$ cat src/hdl/servo_eased_move_pwm_defines.svh
// Assertion macros shared by the servo motion generator RTL.
`ifndef SERVO_EASED_MOVE_PWM_DEFINES_SVH
`define SERVO_EASED_MOVE_PWM_DEFINES_SVH
`ifndef ASSERT_OFF
// Clocked check, muted while reset is high
`define SEMP_ASSERT(lbl, clk, rst, prop, msg) \
   lbl: assert property (@(posedge clk) disable iff (rst) prop) else $error(msg);
// Clocked check that also holds across reset
`define SEMP_ASSERT_RST(lbl, clk, prop, msg) \
   lbl: assert property (@(posedge clk) prop) else $error(msg);
`else
`define SEMP_ASSERT(lbl, clk, rst, prop, msg)
`define SEMP_ASSERT_RST(lbl, clk, prop, msg)
`endif
`endif

$ cat src/hdl/semp_pkg.sv
// Package: widths, codes, reset values and helpers of the servo motion generator.
`default_nettype none
package semp_pkg;

   // field widths
   localparam int ANGLE_W = 10;
   localparam int PULSE_W = 16;
   localparam int TIME_W  = 48;
   localparam int MS_W    = 16;
   localparam int TOTAL_W = 26;   // ms * 1000 fits below 2^26

   // stream and register port widths
   localparam int REQ_DATA_W = 80;
   localparam int RSP_DATA_W = 40;
   localparam int CSR_ADDR_W = 2;
   localparam int CSR_DATA_W = 16;

   localparam logic [TOTAL_W-1:0] MS_TO_US = 26'd1000;

   // register indexes
   localparam logic [CSR_ADDR_W-1:0] REG_ANGLE_MIN = 2'd0;
   localparam logic [CSR_ADDR_W-1:0] REG_ANGLE_MAX = 2'd1;
   localparam logic [CSR_ADDR_W-1:0] REG_PULSE_MIN = 2'd2;
   localparam logic [CSR_ADDR_W-1:0] REG_PULSE_MAX = 2'd3;

   // request kinds
   localparam logic OP_TICK = 1'b0;
   localparam logic OP_MOVE = 1'b1;

   // reset values
   localparam logic [ANGLE_W-1:0] ANGLE_MIN_RST = 10'd0;
   localparam logic [ANGLE_W-1:0] ANGLE_MAX_RST = 10'd180;
   localparam logic [PULSE_W-1:0] PULSE_MIN_RST = 16'd500;
   localparam logic [PULSE_W-1:0] PULSE_MAX_RST = 16'd2500;
   localparam logic [ANGLE_W-1:0] ANGLE_HOME    = 10'd90;

   typedef enum logic [3:0] {
      ST_IDLE,
      ST_DECODE,
      ST_CHECK,
      ST_DIV_T,
      ST_MUL_SQ,
      ST_MUL_CUBE,
      ST_MUL_STEP,
      ST_PULSE_SETUP,
      ST_MUL_PULSE,
      ST_DIV_PULSE,
      ST_FIN
   } state_type;

   // lower bound first, then upper bound
   function automatic logic [ANGLE_W-1:0] clamp_angle(input logic [ANGLE_W-1:0] a,
                                                      input logic [ANGLE_W-1:0] lo,
                                                      input logic [ANGLE_W-1:0] hi);
      logic [ANGLE_W-1:0] r;
      r = (a < lo) ? lo : a;
      if (r > hi) begin
         r = hi;
      end
      return r;
   endfunction

endpackage
`default_nettype wire

$ cat src/hdl/servo_eased_move_pwm.sv
// Top level: servo motion generator with ease-out-cubic moves and pulse width mapping.
//
// Usage: each request on req_ carries a timestamp in microseconds. A move
// request (req_tuser = 1) clamps the goal angle and either jumps there or
// starts a timed move; a tick request (req_tuser = 0) advances a running move
// along 1-(1-t)^3. Every request yields exactly one response on rsp_ with the
// pulse width for the current angle, both angles and the moving/updated flags.
// The user must write registers through csr_ only while no request is in
// flight; the block itself does not enforce this. Timing: one request at a
// time. The easing and pulse multiplies and divides run through a shift-add
// multiplier and a restoring divider that handle one bit per cycle. A tick
// during a running move divides elapsed by total time for t, then multiplies
// for (1-t)^2, (1-t)^3 and the eased step; a tick at or past the end, and any
// other request, goes straight to the pulse mapping. When angle_max is not
// above angle_min the pulse mapping is skipped. A new request is taken in the
// cycle after the response register is loaded, even while that response waits.
// Reset (synchronous): angles return to 90 degrees, no move, registers to
// their defaults, no response pending. A stalled receiver holds a finished
// response; the block waits with the next one until the register frees up.
`default_nettype none
`include "servo_eased_move_pwm_defines.svh"
module servo_eased_move_pwm #(
   parameter int FRAC_BITS = 16
) (
   input  wire                                  clock,
   input  wire                                  reset,
   // request: opcode
   input  wire                                  req_tuser,
   // request: now_us [47:0], goal_angle [57:48], move_ms [73:58], zero pad
   input  wire  [semp_pkg::REQ_DATA_W-1:0]      req_tdata,
   input  wire                                  req_tvalid,
   output logic                                 req_tready,
   // response: pulse_width_us [15:0], angle_now [25:16], angle_goal [35:26],
   //           in_motion [36], updated [37], zero pad
   output logic [semp_pkg::RSP_DATA_W-1:0]      rsp_tdata,
   output logic                                 rsp_tvalid,
   input  wire                                  rsp_tready,
   // register writes
   input  wire                                  csr_we,
   input  wire  [semp_pkg::CSR_ADDR_W-1:0]      csr_addr,
   input  wire  [semp_pkg::CSR_DATA_W-1:0]      csr_wdata
);

   localparam int ANGLE_W  = semp_pkg::ANGLE_W;
   localparam int PULSE_W  = semp_pkg::PULSE_W;
   localparam int TIME_W   = semp_pkg::TIME_W;
   localparam int MS_W     = semp_pkg::MS_W;
   localparam int TOTAL_W  = semp_pkg::TOTAL_W;
   localparam int GOAL_LSB = TIME_W;
   localparam int MS_LSB   = TIME_W + ANGLE_W;
   localparam int NUM_W    = ANGLE_W + PULSE_W;

   // Q1.FRAC: FRAC_BITS fraction bits and one integer bit for the value one
   localparam int ONE_W = FRAC_BITS + 1;
   // multiplicand, multiplier and product widths of the serial multiplier
   localparam int MC_W  = (ONE_W > PULSE_W) ? ONE_W : PULSE_W;
   localparam int MP_W  = (ONE_W > ANGLE_W) ? ONE_W : ANGLE_W;
   localparam int PR_W  = MC_W + MP_W;
   // divider remainder and quotient shift widths
   localparam int RM_W  = TOTAL_W;
   localparam int LS_W  = (FRAC_BITS > PULSE_W) ? FRAC_BITS : PULSE_W;
   localparam int STEP_MAX = (MP_W > LS_W) ? MP_W : LS_W;
   localparam int CNT_W = $clog2(STEP_MAX + 1);

   localparam logic [ONE_W-1:0] ONE_Q  = {1'b1, {FRAC_BITS{1'b0}}};
   localparam logic [PR_W:0]    HALF_Q = (PR_W + 1)'(1) << (FRAC_BITS - 1);

   // control and architectural state
   semp_pkg::state_type state_ff, state_in;
   logic                 rsp_valid_ff, rsp_valid_in;
   logic [ANGLE_W-1:0]   amin_ff, amin_in, amax_ff, amax_in;
   logic [PULSE_W-1:0]   pmin_ff, pmin_in, pmax_ff, pmax_in;
   logic [ANGLE_W-1:0]   cur_ff, cur_in, target_ff, target_in, start_ff, start_in;
   logic [TIME_W-1:0]    st_ff, st_in;
   logic [MS_W-1:0]      dur_ff, dur_in;
   logic                 moving_ff, moving_in;

   // captured request
   logic                 op_ff, op_in;
   logic [TIME_W-1:0]    now_ff, now_in;
   logic [ANGLE_W-1:0]   goal_ff, goal_in;
   logic [MS_W-1:0]      ms_ff, ms_in;

   // working registers
   logic [TIME_W-1:0]    elapsed_ff, elapsed_in;
   logic [TOTAL_W-1:0]   total_ff, total_in;
   logic [PR_W-1:0]      prod_ff, prod_in;
   logic [MC_W-1:0]      mcand_ff, mcand_in;
   logic [RM_W-1:0]      rem_ff, rem_in, divisor_ff, divisor_in;
   logic [LS_W-1:0]      lsh_ff, lsh_in;
   logic [CNT_W-1:0]     cnt_ff, cnt_in;
   logic [ONE_W-1:0]     inv_ff, inv_in;
   logic                 dir_ff, dir_in, pup_ff, pup_in, upd_ff, upd_in;
   logic [PULSE_W-1:0]   pulse_ff, pulse_in;

   // response register
   logic [PULSE_W-1:0]   rsp_pulse_ff, rsp_pulse_in;
   logic [ANGLE_W-1:0]   rsp_now_ff, rsp_now_in, rsp_goal_ff, rsp_goal_in;
   logic                 rsp_motion_ff, rsp_motion_in, rsp_upd_ff, rsp_upd_in;

   // one step of the shift-add multiplier, LSB of the multiplier first
   logic [MC_W:0]        mul_sum;
   logic [PR_W-1:0]      mul_next;
   assign mul_sum  = {1'b0, prod_ff[PR_W-1:MP_W]} + (prod_ff[0] ? {1'b0, mcand_ff} : '0);
   assign mul_next = {mul_sum, prod_ff[MP_W-1:1]};

   // one step of the restoring divider
   logic [RM_W+1:0]      div_trial;
   logic                 div_ok;
   logic [RM_W-1:0]      rem_next;
   logic [LS_W-1:0]      lsh_next;
   assign div_trial = {1'b0, rem_ff, lsh_ff[LS_W-1]} - {2'b00, divisor_ff};
   assign div_ok    = ~div_trial[RM_W+1];
   assign rem_next  = div_ok ? div_trial[RM_W-1:0] : {rem_ff[RM_W-2:0], lsh_ff[LS_W-1]};
   assign lsh_next  = {lsh_ff[LS_W-2:0], div_ok};
   logic                 cnt_done;
   assign cnt_done  = (cnt_ff == '0);

   // clamps and finishing arithmetic
   logic [ANGLE_W-1:0]   goal_c, target_c, cur_c;
   assign goal_c   = semp_pkg::clamp_angle(goal_ff, amin_ff, amax_ff);
   assign target_c = semp_pkg::clamp_angle(target_ff, amin_ff, amax_ff);
   assign cur_c    = semp_pkg::clamp_angle(cur_ff, amin_ff, amax_ff);

   logic [ONE_W-1:0]     inv_t, sq_w, cube_w, eased_w;
   assign inv_t   = ONE_Q - ONE_W'(lsh_ff[FRAC_BITS-1:0]);
   assign sq_w    = prod_ff[FRAC_BITS +: ONE_W];
   assign cube_w  = prod_ff[FRAC_BITS +: ONE_W];
   assign eased_w = ONE_Q - cube_w;

   logic                 dir_w;
   logic [ANGLE_W-1:0]   diff_w, q_step, step_angle;
   logic [PR_W:0]        mag_r;
   assign dir_w      = (target_ff >= start_ff);
   assign diff_w     = dir_w ? (target_ff - start_ff) : (start_ff - target_ff);
   assign mag_r      = {1'b0, prod_ff} + HALF_Q;
   assign q_step     = mag_r[FRAC_BITS +: ANGLE_W];
   assign step_angle = dir_ff ? (start_ff + q_step) : (start_ff - q_step);

   logic                 pup_w;
   logic [PULSE_W-1:0]   pd_w, pulse_q;
   logic [ANGLE_W-1:0]   off_w;
   logic [NUM_W-1:0]     num_w;
   assign pup_w   = (pmax_ff >= pmin_ff);
   assign pd_w    = pup_w ? (pmax_ff - pmin_ff) : (pmin_ff - pmax_ff);
   assign off_w   = cur_c - amin_ff;
   assign num_w   = prod_ff[NUM_W-1:0];
   assign pulse_q = lsh_ff[PULSE_W-1:0];

   // sequencer: next state and datapath loads
   always_comb begin
      state_in      = state_ff;
      rsp_valid_in  = rsp_valid_ff & ~rsp_tready;
      amin_in       = amin_ff;
      amax_in       = amax_ff;
      pmin_in       = pmin_ff;
      pmax_in       = pmax_ff;
      cur_in        = cur_ff;
      target_in     = target_ff;
      start_in      = start_ff;
      st_in         = st_ff;
      dur_in        = dur_ff;
      moving_in     = moving_ff;
      op_in         = op_ff;
      now_in        = now_ff;
      goal_in       = goal_ff;
      ms_in         = ms_ff;
      elapsed_in    = elapsed_ff;
      total_in      = total_ff;
      prod_in       = prod_ff;
      mcand_in      = mcand_ff;
      rem_in        = rem_ff;
      divisor_in    = divisor_ff;
      lsh_in        = lsh_ff;
      cnt_in        = cnt_ff;
      inv_in        = inv_ff;
      dir_in        = dir_ff;
      pup_in        = pup_ff;
      upd_in        = upd_ff;
      pulse_in      = pulse_ff;
      rsp_pulse_in  = rsp_pulse_ff;
      rsp_now_in    = rsp_now_ff;
      rsp_goal_in   = rsp_goal_ff;
      rsp_motion_in = rsp_motion_ff;
      rsp_upd_in    = rsp_upd_ff;

      // register writes
      if (csr_we) begin
         case (csr_addr)
            semp_pkg::REG_ANGLE_MIN: amin_in = csr_wdata[ANGLE_W-1:0];
            semp_pkg::REG_ANGLE_MAX: amax_in = csr_wdata[ANGLE_W-1:0];
            semp_pkg::REG_PULSE_MIN: pmin_in = csr_wdata[PULSE_W-1:0];
            semp_pkg::REG_PULSE_MAX: pmax_in = csr_wdata[PULSE_W-1:0];
            default: ;
         endcase
      end

      case (state_ff)
         semp_pkg::ST_IDLE: begin
            if (req_tvalid) begin
               op_in    = req_tuser;
               now_in   = req_tdata[TIME_W-1:0];
               goal_in  = req_tdata[GOAL_LSB +: ANGLE_W];
               ms_in    = req_tdata[MS_LSB +: MS_W];
               state_in = semp_pkg::ST_DECODE;
            end
         end

         semp_pkg::ST_DECODE: begin
            if (op_ff == semp_pkg::OP_MOVE) begin
               moving_in = 1'b0;
               target_in = goal_c;
               upd_in    = 1'b1;
               if (ms_ff == '0 || goal_c == cur_ff) begin
                  cur_in = goal_c;
               end else begin
                  start_in  = cur_ff;
                  st_in     = now_ff;
                  dur_in    = ms_ff;
                  moving_in = 1'b1;
               end
               state_in = semp_pkg::ST_PULSE_SETUP;
            end else if (moving_ff) begin
               upd_in     = 1'b1;
               elapsed_in = (now_ff >= st_ff) ? (now_ff - st_ff) : '0;
               total_in   = TOTAL_W'(dur_ff) * semp_pkg::MS_TO_US;
               state_in   = semp_pkg::ST_CHECK;
            end else begin
               upd_in   = 1'b0;
               state_in = semp_pkg::ST_PULSE_SETUP;
            end
         end

         // time up: land on target, else start t = elapsed / total
         semp_pkg::ST_CHECK: begin
            if (total_ff == '0 || elapsed_ff >= TIME_W'(total_ff)) begin
               cur_in    = target_c;
               moving_in = 1'b0;
               state_in  = semp_pkg::ST_PULSE_SETUP;
            end else begin
               rem_in     = elapsed_ff[RM_W-1:0];
               divisor_in = total_ff;
               lsh_in     = '0;
               cnt_in     = CNT_W'(FRAC_BITS);
               state_in   = semp_pkg::ST_DIV_T;
            end
         end

         semp_pkg::ST_DIV_T: begin
            if (!cnt_done) begin
               rem_in = rem_next;
               lsh_in = lsh_next;
               cnt_in = cnt_ff - 1'b1;
            end else begin
               inv_in   = inv_t;
               mcand_in = MC_W'(inv_t);
               prod_in  = PR_W'(inv_t);
               cnt_in   = CNT_W'(MP_W);
               state_in = semp_pkg::ST_MUL_SQ;
            end
         end

         semp_pkg::ST_MUL_SQ: begin
            if (!cnt_done) begin
               prod_in = mul_next;
               cnt_in  = cnt_ff - 1'b1;
            end else begin
               mcand_in = MC_W'(sq_w);
               prod_in  = PR_W'(inv_ff);
               cnt_in   = CNT_W'(MP_W);
               state_in = semp_pkg::ST_MUL_CUBE;
            end
         end

         semp_pkg::ST_MUL_CUBE: begin
            if (!cnt_done) begin
               prod_in = mul_next;
               cnt_in  = cnt_ff - 1'b1;
            end else begin
               dir_in   = dir_w;
               mcand_in = MC_W'(eased_w);
               prod_in  = PR_W'(diff_w);
               cnt_in   = CNT_W'(MP_W);
               state_in = semp_pkg::ST_MUL_STEP;
            end
         end

         // eased step, rounded half away from zero
         semp_pkg::ST_MUL_STEP: begin
            if (!cnt_done) begin
               prod_in = mul_next;
               cnt_in  = cnt_ff - 1'b1;
            end else begin
               cur_in   = semp_pkg::clamp_angle(step_angle, amin_ff, amax_ff);
               state_in = semp_pkg::ST_PULSE_SETUP;
            end
         end

         // pulse = pmin +/- off * |pmax - pmin| / span
         semp_pkg::ST_PULSE_SETUP: begin
            if (amax_ff <= amin_ff) begin
               pulse_in = pmin_ff;
               state_in = semp_pkg::ST_FIN;
            end else begin
               divisor_in = RM_W'(amax_ff - amin_ff);
               pup_in     = pup_w;
               mcand_in   = MC_W'(pd_w);
               prod_in    = PR_W'(off_w);
               cnt_in     = CNT_W'(MP_W);
               state_in   = semp_pkg::ST_MUL_PULSE;
            end
         end

         semp_pkg::ST_MUL_PULSE: begin
            if (!cnt_done) begin
               prod_in = mul_next;
               cnt_in  = cnt_ff - 1'b1;
            end else begin
               // high part is below the span since off <= span
               rem_in   = RM_W'(num_w[NUM_W-1:PULSE_W]);
               lsh_in   = LS_W'(num_w[PULSE_W-1:0]) << (LS_W - PULSE_W);
               cnt_in   = CNT_W'(PULSE_W);
               state_in = semp_pkg::ST_DIV_PULSE;
            end
         end

         semp_pkg::ST_DIV_PULSE: begin
            if (!cnt_done) begin
               rem_in = rem_next;
               lsh_in = lsh_next;
               cnt_in = cnt_ff - 1'b1;
            end else begin
               pulse_in = pup_ff ? (pmin_ff + pulse_q) : (pmin_ff - pulse_q);
               state_in = semp_pkg::ST_FIN;
            end
         end

         // hand the result to the response register once it is free
         semp_pkg::ST_FIN: begin
            if (!rsp_valid_ff || rsp_tready) begin
               rsp_pulse_in  = pulse_ff;
               rsp_now_in    = cur_ff;
               rsp_goal_in   = target_ff;
               rsp_motion_in = moving_ff;
               rsp_upd_in    = upd_ff;
               rsp_valid_in  = 1'b1;
               state_in      = semp_pkg::ST_IDLE;
            end
         end

         default: state_in = semp_pkg::ST_IDLE;
      endcase
   end

   // control and state registers
   always_ff @(posedge clock) begin
      if (reset) begin
         state_ff     <= semp_pkg::ST_IDLE;
         rsp_valid_ff <= 1'b0;
         amin_ff      <= semp_pkg::ANGLE_MIN_RST;
         amax_ff      <= semp_pkg::ANGLE_MAX_RST;
         pmin_ff      <= semp_pkg::PULSE_MIN_RST;
         pmax_ff      <= semp_pkg::PULSE_MAX_RST;
         cur_ff       <= semp_pkg::ANGLE_HOME;
         target_ff    <= semp_pkg::ANGLE_HOME;
         start_ff     <= '0;
         st_ff        <= '0;
         dur_ff       <= '0;
         moving_ff    <= 1'b0;
      end else begin
         state_ff     <= state_in;
         rsp_valid_ff <= rsp_valid_in;
         amin_ff      <= amin_in;
         amax_ff      <= amax_in;
         pmin_ff      <= pmin_in;
         pmax_ff      <= pmax_in;
         cur_ff       <= cur_in;
         target_ff    <= target_in;
         start_ff     <= start_in;
         st_ff        <= st_in;
         dur_ff       <= dur_in;
         moving_ff    <= moving_in;
      end
   end

   // payload registers
   always_ff @(posedge clock) begin
      op_ff         <= op_in;
      now_ff        <= now_in;
      goal_ff       <= goal_in;
      ms_ff         <= ms_in;
      elapsed_ff    <= elapsed_in;
      total_ff      <= total_in;
      prod_ff       <= prod_in;
      mcand_ff      <= mcand_in;
      rem_ff        <= rem_in;
      divisor_ff    <= divisor_in;
      lsh_ff        <= lsh_in;
      cnt_ff        <= cnt_in;
      inv_ff        <= inv_in;
      dir_ff        <= dir_in;
      pup_ff        <= pup_in;
      upd_ff        <= upd_in;
      pulse_ff      <= pulse_in;
      rsp_pulse_ff  <= rsp_pulse_in;
      rsp_now_ff    <= rsp_now_in;
      rsp_goal_ff   <= rsp_goal_in;
      rsp_motion_ff <= rsp_motion_in;
      rsp_upd_ff    <= rsp_upd_in;
   end

   // ports
   assign req_tready = (state_ff == semp_pkg::ST_IDLE);
   assign rsp_tvalid = rsp_valid_ff;
   assign rsp_tdata  = {{(semp_pkg::RSP_DATA_W - PULSE_W - 2*ANGLE_W - 2){1'b0}},
                        rsp_upd_ff, rsp_motion_ff, rsp_goal_ff, rsp_now_ff, rsp_pulse_ff};

   // checks
   `SEMP_ASSERT_RST(a_reset_idle, clock, reset |=> (req_tready && !rsp_tvalid), "not idle after reset")
   `SEMP_ASSERT(a_move_duration, clock, reset, moving_ff |-> (dur_ff != '0), "move with zero duration")
   `SEMP_ASSERT(a_div_rem, clock, reset, (state_ff == semp_pkg::ST_DIV_T || state_ff == semp_pkg::ST_DIV_PULSE) |-> (rem_ff < divisor_ff), "divider remainder not below divisor")
   `SEMP_ASSERT(a_fin_hold, clock, reset, (state_ff == semp_pkg::ST_FIN && rsp_valid_ff && !rsp_tready) |=> (state_ff == semp_pkg::ST_FIN), "result left while response stalled")

endmodule
`default_nettype wire

$ cat config.mk
export PLATFORM = sky130hd
export DESIGN_NAME = servo_eased_move_pwm
export DESIGN_NICKNAME = d
export VERILOG_FILES = /design/src/hdl/semp_pkg.sv /design/src/hdl/servo_eased_move_pwm.sv
export VERILOG_INCLUDE_DIRS = /design/src /design/src/hdl
export SDC_FILE = /design/constraint.sdc
export NUM_CORES = 2
export LEC_CHECK = 0
export ABC_AREA = 0
export BUFFER_PORTS_ARGS = -buffer_cell sky130_fd_sc_hd__buf_4
export CAP_MARGIN = 20
export CORE_MARGIN = 2
export CORE_UTILIZATION = 35
export DETAILED_ROUTE_END_ITERATION = 6
export PLACE_DENSITY = 0.57
export SLEW_MARGIN = 30
export SYNTH_ARGS = -nofsm -noshare
export SYNTH_HDL_FRONTEND = slang
export SYNTH_SLANG_ARGS = --single-unit
$ cat constraint.sdc
create_clock -name clock -period 6.3 [get_ports clock]
set_input_delay 0.63 -clock clock [delete_from_list [all_inputs] [get_ports clock]]
set_output_delay 0.63 -clock clock [all_outputs]
set_load 0.03 [all_outputs]
Word level (Yosys, flattened, before mapping)
Index checks and enable logic that the tools add are counted.

word-level totals
  output and inout port bits = 42
  flip-flop bits (word level) = 496
  logic and storage cells = 214
  bits of input ports = 104

operators by class
  bitwise logic cells = 6
  $add $sub $neg = 17
  eq/ne operators = 31
  reductions and logical operators = 42
  order comparisons = 13
  multipliers = 1
  mux-type cells = 70

operator list
  cell                                                               count
  34-bit two-way mux                                                 5
  34-bit case mux with 5 select lines                                1
  26-bit two-way mux                                                 6
  10-bit two-way mux                                                 14
  16-bit two-way mux                                                 7
  17-bit two-way mux                                                 5
  26-bit case mux with 3 select lines                                1
  17-bit case mux with 4 select lines                                1
  26-bit case mux with 2 select lines                                1
  48-bit by 26-bit greater-or-equal comparator with 1-bit output     1
  48-bit greater-or-equal comparator                                 1
  16-bit case mux with 3 select lines                                1
  16-bit subtractor                                                  3
  48-bit subtractor                                                  1
  4-bit case mux with 11 select lines                                1
  10-bit greater-than comparator                                     4
  10-bit less-than comparator                                        4
  10-bit subtractor                                                  4
  2-bit inequality test (second input constant)                      17
  4-bit two-way mux                                                  8
  16-bit case mux with 2 select lines                                1
  10-bit case mux with 3 select lines                                1
  27-bit by 26-bit subtractor with 28-bit output                     1
  26-bit by 16-bit adder with 26-bit output (second input constant)  1
  other kinds (44)                                                   90

Logic depth before layout (Yosys ltp)
  depth in word-level cells = 9
  mapped depth = 31
  depth with buffers taken out = 29

Least setup slack after synthesis
OpenSTA, ideal clock, no wires.

  path kind = register -> register
  start = register prod_ff[15]
  end = register cur_ff[8]
  arrival = 6242 ps
  cell stages (with the launch flop) = 30
  required time = 6214 ps
  path buffers = 2
  library setup time = 86 ps
  period minus slack after synthesis = 6328 ps
  setup slack = -28 ps
  path through = edfxtp_1 > ha_1 > xnor2_1 > ha_1 > nor2_1 > a21oi_1 > ha_1 > a21o_1 > a211oi_1 > nor2_1 > o41ai_1 > o21ai_0 > xnor2_1 > inv_1 > ha_1 > a2111oi_0 > o31a_1 > or2_1 > clkbuf_1 > mux2_2 > ha_1 > a21o_1 > a21o_1 > a21oi_1 > o21ai_0 > o21ai_1 > clkbuf_1 > a21oi_1 > o211a_1 > a211oi_1

between the ends
  word-level cells in the longest chain between the ends = 9
  elaborated cells on any way between the ends = 10
  those cells by class = add/sub (3); order compare (2); mux (5)

RTL lines
  element                                                   line                         text
  from (decl)                                               servo_eased_move_pwm.sv:87   logic [PR_W-1:0] prod_ff, prod_in;
  from (signal assigned)                                    servo_eased_move_pwm.sv:394  prod_ff <= prod_in;
  26-bit by 16-bit adder with 26-bit output (*)             servo_eased_move_pwm.sv:136  assign mag_r = {1'b0, prod_ff} + HALF_Q;
  10-bit subtractor / 10-bit adder (equally long branches)  servo_eased_move_pwm.sv:138  assign step_angle = dir_ff ? (start_ff + q_step) : (start_ff - q_step);
  10-bit two-way mux (*)                                    servo_eased_move_pwm.sv:138
  10-bit less-than comparator                               semp_pkg.sv:56               r = (a < lo) ? lo : a;
  10-bit two-way mux (*)                                    semp_pkg.sv:56
  10-bit greater-than comparator                            semp_pkg.sv:57               if (r > hi) begin
  10-bit two-way mux (*)                                    semp_pkg.sv:57
  10-bit two-way mux (*)                                    servo_eased_move_pwm.sv:290  if (!cnt_done) begin
  10-bit case mux with 3 select lines (*)                   servo_eased_move_pwm.sv:198  case (state_ff)
  to (signal assigned)                                      servo_eased_move_pwm.sv:364  cur_ff <= semp_pkg::ANGLE_HOME;
  to (signal assigned)                                      servo_eased_move_pwm.sv:377  cur_ff <= cur_in;
  to (decl)                                                 servo_eased_move_pwm.sv:73   logic [ANGLE_W-1:0] cur_ff, cur_in, target_ff, target_in, start_ff, start_in;

Every way passes the cells marked *; elsewhere a longest branch is shown, timed or not. The select of a mux whose other input is x is not followed.
A chain may end at the register's enable or synchronous reset.

Worst setup path in the final report
  start = register prod_ff[15]
  end = register cur_ff[6]

The elaborated chain is that of the path after synthesis.

==> results.cfg <==
[synth]
synth_most_common_cell = nor2_1
syn_area_sq_mm = 0.0347
synth-edff-count = 344
synth_area_leaders = edfxtp_1, ha_1, dfxtp_1
synth_top_area_share_pct = 29.8
ys_warn_count = 0
yosysTopAreaCell = edfxtp_1
async_flop_share_pct = 0
seq_area_frac_synth_pct = 38.5
ys_types = 93
synthFlopType = edfxtp_1
syn_inst = 3660
synth-seq-cells = 496
syn_avg_cell_area_sq_um = 9.49
synthTopCellsByCount = nor2_1, edfxtp_1, ha_1

[global_route]
grt_pass1_wl_microns = 155000
antenna_found_initial = 0
grt-busiest-layer = met2
grtUsageTotal_pct = 19.4
grt_util_met1_pct = 26.8
grt_max_degree = 72
first_global_vias = 26700
grtUsageMet3_pct = 3.15
grt_use_met2_pct = 31.2
overflow = 0

[cts]
clk_pin_slew_worst_paths_ns = 0.06
clkLatencyLatePin_ns = 0.67
cts_tree = built
cts_num_sinks = 496
htreeDepth = 2
cts_buffer_depth = 3
clockRootBuffer = clkbuf_16
cts_inserted_buffers = 58
ctsHoldBuffers = 0

[worst_setup_path]
reg2reg_slack_ns = 0.23
crit_buf_inv = 4
cp_num_cells = 30
ff2ff_path_depth = 30
r2r_start = prod_ff[15]
crit_type = flop to flop
path_max_fanout = 8
cp_top_family = compound AO/OA/AOI/OAI gates
critPathLaunchType = flop
crit_path_top_delay_cell = edfxtp_1
cp_data_arrival_time_ns = 6.61
end_kind = flop
worstPathRequired_ns = 6.84
max_stage_delay_ns = 0.44
reg2reg_to = cur_ff[6]

[place]
place_congestion = 0.938
dpl.hpwl_microns = 76200
dpl-instance-area_sq_mm = 0.0378
portBuffers = 137

[cells_and_area]
seqCellArea_sq_mm = 0.0134
nFillCells = 9778
area_delta_synth_final_pct = 15.4
drive_gt1_share_pct = 12.1
final_area_sq_mm = 0.0401
multi_input_area_sq_mm = 0.0200
nNetsFinal = 4348

[sta]
fin_skew_ns = 0.0269
hold_viol_final = 0
slew_viol_final = 0
worstMarginPinSlew_ns = 0.972
final.setup.tns_ns = 0
period_needed_ns = 6.07
fmax_ghz = 0.165
setup_viol = 0
max_slew_margin_pct = 34.6
min_period_over_period_pct = 96.4
timing.hold.ws_ns = 0.133

[detailed_routing]
drt_pass1_iterations = 6
drtIter0Drc = 2334
wire_per_inst_microns = 19.5
avgViaCountPerCell = 5.39
routed_wl_microns = 101000
num_vias = 27900
ant_nets = 0
drc = 0

[floorplan]
die_h_microns = 319
die-width_microns = 319
die-area_sq_mm = 0.102
std_cell_rows = 115
fp.coreArea_sq_mm = 0.0984
start_util_pct = 35.3
num_io_pins = 146

[min_path]
hold_start = req_tdata[27]
hold_path_depth = 1
hold_path_class = primary input to flop
hold_end = now_ff[27]

[job]
max_cap_viol_count = 0

[power]
cellLeakagePower_nw = 16.3
vdd_drop_max_mv = 0.258
p_total_w = 0.0182
power_density_mw_per_mm2 = 454

[outcome]
outcome = complete, no violations
[metal layers]
layer,vias up,wire length (microns)
met5,-,0
met4,0,2960
met3,167,6530
met2,853,45700
met1,13300,46000
li1,13600,-
[state kept, by name, indices dropped and copies added (netlist names), 16 cells and up]
signal	count
inv_ff	17
rsp_pulse_ff	16
total_ff	23
pmax_ff	16
lsh_ff	16
pmin_ff	16
elapsed_ff	48
prod_ff	34
dur_ff	16
now_ff	48
pulse_ff	16
divisor_ff	26
ms_ff	16
st_ff	48
mcand_ff	17
rem_ff	26
[through the flow]
stage / cells / utilization (%) / setup slack (ns)
6_report: 5174 / 40.7 / 0.230
5_1_grt: 5173 / 40.7 / -0.0960
4_1_cts: 5166 / 40.4 / 0.0146
3_5_place_dp: 5055 / 38.4 / -0.113
3_3_place_gp: 5053 / 38.3 / -0.0652
2_1_floorplan: 3661 / - / 0.0931
[logic make-up (layout without fill, tap and decap cells)]
logic type      after synthesis  count (layout)  share of synthesized area, %
simple gates               1055            1055                          14.0
compound gates              917             917                          16.9
flops                       496             496                          38.5
buf+inv                     426             651                          4.77
other cells                   1               3                        0.0108
mux                         168             168                          4.97
xor+xnor                    189             189                          4.77
fa+ha+maj                   408             408                          16.1
[timing repair]
item / CTS / global route
hold endpoints to repair: 0 / 0
buffers inserted: 1 / 5
setup endpoints to repair: 7 / 12
cloned: 0 / 0
pin swaps: 1 / 23
resized for setup: 6 / 39
[area by class of cell]
cell class | count | area share, %
diodes | 1 | 0.00624
clock buffers | 75 | 3.86
clock inverters | 35 | 1.14
inverters | 282 | 2.64
multi-input cells | 2739 | 50.0
flip-flops and latches | 496 | 33.4
well taps | 1287 | 4.02
repair buffers | 259 | 5.00
[worst register-to-register path: cells and delay by family (launching register included)]
| kind | cells | cell delay (ns) |
|---|---|---|
| AOI/OAI and AO/OA | 14 | 2.46 |
| adders and majority gates | 5 | 1.44 |
| and+or+nand+nor | 5 | 0.66 |
| buffers and inverters | 4 | 0.51 |
| DFF | 1 | 0.44 |
| muxes | 1 | 0.37 |
| xor gates and xnor gates | 1 | 0.07 |
[where the power goes]
part | leakage (nW) | internal, W | switching [W]
combinational | 10.9 | 0.00415 | 0.00563
clock | 0.958 | 0.00208 | 0.00150
sequential | 4.39 | 0.00429 | 0.000553
[worst max-delay path by stage]
stage                            from         to
after floorplan           prod_ff[15]  cur_ff[8]
final                     prod_ff[15]  cur_ff[6]
after global placement    prod_ff[15]  cur_ff[0]
after detailed placement  prod_ff[15]  cur_ff[0]
after CTS                 prod_ff[15]  cur_ff[5]
after global routing      prod_ff[15]  cur_ff[3]
[layout by cell type (no fill, tap or decap), types with 32 or more instances in the layout]
| cell type | instances |
|---|---|
| nand2_1 | 299 |
| o21ai_0 | 195 |
| and2_1 | 32 |
| edfxtp_1 | 344 |
| inv_1 | 279 |
| xnor2_1 | 105 |
| a211oi_1 | 37 |
| mux2i_1 | 132 |
| dfxtp_1 | 151 |
| nor2_1 | 356 |
| ha_1 | 336 |
| clkbuf_16 | 58 |
| mux2_2 | 34 |
| buf_4 | 251 |
| nor3_1 | 80 |
| nand3_1 | 72 |
| a21o_1 | 75 |
| fa_1 | 65 |
| a21oi_1 | 270 |
| xor2_1 | 80 |
(Power assumes the default switching activity.)
